**config.mk**
```make
export PLATFORM = sky130hd
export DESIGN_NAME = phe_accum
export DESIGN_NICKNAME = d
export VERILOG_FILES = /design/src/phe_pkg.sv /design/src/phe_accum.sv
export SDC_FILE = /design/constraint.sdc
export NUM_CORES = 2
export LEC_CHECK = 0
export BUFFER_PORTS_ARGS = -buffer_cell sky130_fd_sc_hd__buf_2
export CORE_MARGIN = 2
export CORE_UTILIZATION = 55
export DETAILED_ROUTE_END_ITERATION = 12
export GPL_TIMING_DRIVEN = 0
export HOLD_SLACK_MARGIN = 0.05
export PLACE_DENSITY_LB_ADDON = 0.3
export REMOVE_ABC_BUFFERS = 1
export SYNTH_ARGS = -nofsm -noshare
export SYNTH_HDL_FRONTEND = slang
export SYNTH_SLANG_ARGS = --single-unit
```
**constraint.sdc**
```tcl
create_clock -name clk -period 13.25 [get_ports clk]
set_input_delay 1.325 -clock clk [delete_from_list [all_inputs] [get_ports clk]]
set_output_delay 1.325 -clock clk [all_outputs]
set_load 0.05 [all_outputs]
```
**src/phe_pkg.sv**
```systemverilog
// Shared types and constants for the piecewise hazard evaluator.
// Request and response payload structs, table row layout, register map.
// No dependencies.
package phe_pkg;

	localparam int TIME_W  = 32;
	localparam int RATE_W  = 32;
	localparam int CUM_W   = 48;
	localparam int IDX_W   = 5;
	localparam int KC_W    = 6;
	localparam int PADDR_W = 3;
	localparam int PDATA_W = 32;

	localparam logic [CUM_W-1:0] CUM_MAX = {CUM_W{1'b1}};

	// Word index of the knot count register (byte address 0).
	localparam logic REG_KNOT_COUNT = 1'b0;

	localparam logic OP_LOAD  = 1'b0;
	localparam logic OP_QUERY = 1'b1;

	typedef struct packed {
		logic              operation;
		logic [IDX_W-1:0]  entry_index;
		logic [TIME_W-1:0] knot_time;
		logic [RATE_W-1:0] rate;
		logic [TIME_W-1:0] query_time;
	} req_t;

	typedef struct packed {
		logic [RATE_W-1:0] hazard;
		logic [CUM_W-1:0]  cumulative;
		logic [IDX_W-1:0]  interval_index;
		logic              out_of_range;
	} rsp_t;

	typedef struct packed {
		logic [TIME_W-1:0] knot;
		logic [RATE_W-1:0] rate;
		logic [CUM_W-1:0]  cum;
	} entry_t;

endpackage

```
**src/phe_accum.sv**
```systemverilog
// Multiply-add of the cumulative hazard: registered rate times time offset,
// then Q32.16 add with saturation. Uses phe_pkg for widths and the limit.
module phe_accum (
	input  logic                       clk,
	input  logic                       en,
	input  logic [phe_pkg::RATE_W-1:0] rate,
	input  logic [phe_pkg::TIME_W-1:0] t_from,
	input  logic [phe_pkg::TIME_W-1:0] t_to,
	input  logic [phe_pkg::CUM_W-1:0]  base,
	output logic [phe_pkg::CUM_W-1:0]  sum
);
	import phe_pkg::*;

	logic [TIME_W-1:0]        dt;
	logic [63:0]              prod_q;
	logic [CUM_W-1:0]         base_q;
	logic [CUM_W:0]           wide;

	// A time running backward contributes nothing.
	assign dt = (t_to >= t_from) ? (t_to - t_from) : '0;

	always_ff @(posedge clk) begin
		if (en) begin
			prod_q <= 64'(rate) * 64'(dt);
			base_q <= base;
		end
	end

	assign wide = {1'b0, base_q} + {1'b0, prod_q[63:16]};
	assign sum  = wide[CUM_W] ? CUM_MAX : wide[CUM_W-1:0];

endmodule

```
==> qor.csv <==
stage;metric;value;unit
run_status;status;completed;
synthesis;ys_seq_elements;96;
worst_setup_path;critPathCaptureType;flip-flop;
global_routing;grt_max_degree;91;
global_routing;antenna_found_initial;1;
global_routing;grtUsageMet2;47.3;%
global_routing;use_met1;41.8;%
run;maxCapViolCount;0;
worst_setup_path;crit_path_frequent_cell;fa_1;
sta;min_period;12.18;ns
clock_tree;cts_root_buf;clkbuf_16;
clock_tree;post_cts_buffers;0;
route;wire_per_inst;20.5;um
die;start_util;55.8;%
synthesis;post_synth_instance_area;40800;um^2
global_routing;overflow;0;
synthesis;yosysSeqAreaShare;7.06;%
worst_setup_path;critPathKind;in -> reg;
sta;slew_viol_final;0;
clock_tree;clk_pin_slew;0.07;ns
clock_tree;clkSinkCount;96;
layout;multiInputGateArea;33900;um^2
synthesis;synth_top_flop_cell;edfxtp_1;
route;drt_iter0_drc;2626;
worst_setup_path;crit_start;t_from[1];
sta;min_period_over_period;91.9;%
sta;rsz0062_at_grt;no;
global_routing;grt_use_total;30.3;%
placement;gp_congestion;0.967;
sta;setup_viol;0;
worst_hold_path;hold_path_class;in -> reg;
die;core-area;73200;um^2
layout;area_growth;5.99;%
worst_setup_path;critPathSlowestCell;o21ai_4;
sta;max_slew_margin;5.07;%
synthesis;synthCells;4531;
layout;fillers;6338;
global_routing;grt_pass1_wl;181000;um
synthesis;synth-warning-count;0;
sta;worst_pin_slew;1.42;ns
worst_setup_path;max_stage_delay;0.77;ns
clock_tree;cts.repair.resized;0;
layout;final_util;59.1;%
route;vias;31496;
sta;max_freq;82.1;MHz
worst_setup_path;endpoint;prod_q[62]$_DFFE_PP_;
global_routing;use_met3;7.50;%
die;die_x;277;um
synthesis;synth_area_per_cell;9.02;um^2
route;drtAntennaViolNets;0;
worst_setup_path;cp_max_fo;26;
die;dieArea;76500;um^2
route;dr.pass1.iters;6;
die;rows;99;
sta;hold_viol;0;
die;fp.dieH;277;um
layout;drive_gt1_share;6.48;%
worst_setup_path;arrival;12.29;ns
route;drt-vias-per-instance;5.71;
clock_tree;cts_hold_buf;0;
clock_tree;cts_tree;done;
clock_tree;cts_max_level;3;
global_routing;top_usage_layer;met2;
placement;dp.final_hpwl;89100;um
worst_setup_path;required;13.37;ns
synthesis;yosysUniqueCellTypes;72;
synthesis;synth_edf_count;96;
synthesis;async_flop_share;0;%
clock_tree;clock_path_buffers;2;
layout;seqCellArea;2880;um^2
clock_tree;cts_buffers;9;
worst_setup_path;worst_setup_path_start_kind;input pin;
route;drc;0;
layout;fin_nets;5931;
route;wl;113000;um
placement;io_buffer_count;193;
die;io_pins;194;
global_routing;grt_pass1_vias;33223;
## worst max-delay path, delay by kind of cell
family | cells | cell delay [ns]
buf+inv | 4 | 0.29
compound gates | 16 | 5.05
simple gates | 5 | 0.83
xor+xnor | 1 | 0.08
fa+ha+maj | 10 | 4.69
## layout make-up
class	instances	share of cell area, %
antenna	1	0.00578
timing repair buffer	223	3.53
inverter	935	8.11
clock buffer	9	0.520
tap	959	2.77
sequential	96	6.66
multi-input combinational	3283	78.3
clock inverter	7	0.147
## worst min-delay path by stage
stage / cells after the start / slack (ns) / startpoint / end
6_report: 1 / 1.13 / base[45] / base_q[45]$_DFFE_PP_
5_1_grt: 1 / 1.12 / base[35] / base_q[35]$_DFFE_PP_
4_1_cts: 1 / 1.12 / base[3] / base_q[3]$_DFFE_PP_
3_5_place_dp: 1 / 1.50 / base[45] / base_q[45]$_DFFE_PP_
3_3_place_gp: 1 / 1.50 / base[14] / base_q[14]$_DFFE_PP_
2_1_floorplan: 0 / 1.42 / base[0] / base_q[0]$_DFFE_PP_
## per-layer routing
layer  part of all wire (%)  vias up
met2                     44     1552
met3                     11      259
met4                    3.4        0
li1                       -    13908
met5                      0        -
met1                     41    15777
## state kept, by name, summed over array words and instances, names as in the netlist
register  cells
base_q       48
prod_q       48
## through the flow
step           cell area (um^2)  setup WS [ns]  setup TNS (ns)  std cells  hold WS [ns]
6_report                  43300           1.07               0       5513          1.13
5_1_grt                   43300          0.483               0       5512          1.12
4_1_cts                   43300           1.03               0       5511          1.12
3_5_place_dp              43000          0.666               0       5495          1.50
3_3_place_gp              42200          -2.00          -48.37       5466          1.50
2_1_floorplan             40000           1.08               0       4314          1.42
## Yosys cell counts, drive strengths merged, types with 7 or more instances
cell    count  area share [%]
nand3      26            0.32
o21ai      78            0.96
nor3       49            0.60
a21oi     135             1.7
a21o       85             1.6
ha        340              10
nor2      185             1.7
a311oi     18            0.39
nand2     549             5.0
nor2b      13            0.20
clkbuf    210             1.9
inv       935             8.6
nand2b     25            0.38
buf         7           0.092
a311o      18            0.44
and3       40            0.61
or3         9            0.15
fa        897              44
xor2       45            0.96
or2        13            0.20
nand4      32            0.49
o21bai     24            0.44
o31ai      12            0.30
edfxtp     96             7.1
o21a        9            0.17
a211oi     16            0.31
a31oi      49            0.79
and2      487             7.5
xnor2      70             1.5
## layout by cell type (no fill, tap or decap), drive strengths merged, types with 24 or more instances in the layout
cell,synthesis,routed
xnor2,70,70
buf,7,223
and3,40,40
nand3,26,26
ha,340,340
a21o,85,85
nor3,49,49
inv,935,938
nand4,32,32
and2,487,487
a21oi,135,135
nand2b,25,25
a31oi,49,49
nand2,549,549
fa,897,897
o21bai,24,24
edfxtp,96,96
xor2,45,45
nor2,185,185
o21ai,78,78
## logic make-up (layout without fill, tap and decap cells)
family	Yosys count	after routing	share of synthesized area, %
simple gates	1442	1442	17.4
fa+ha+maj	1237	1237	54.4
buf+inv	1152	1174	10.6
compound gates	485	485	7.96
xor+xnor	115	115	2.47
flops	96	96	7.06
mux	4	4	0.0980
other cells	0	1	0
Power is left out: the tool's default activity adds up to more than one toggle a clock period on the data nets, which glitch-free logic cannot reach.
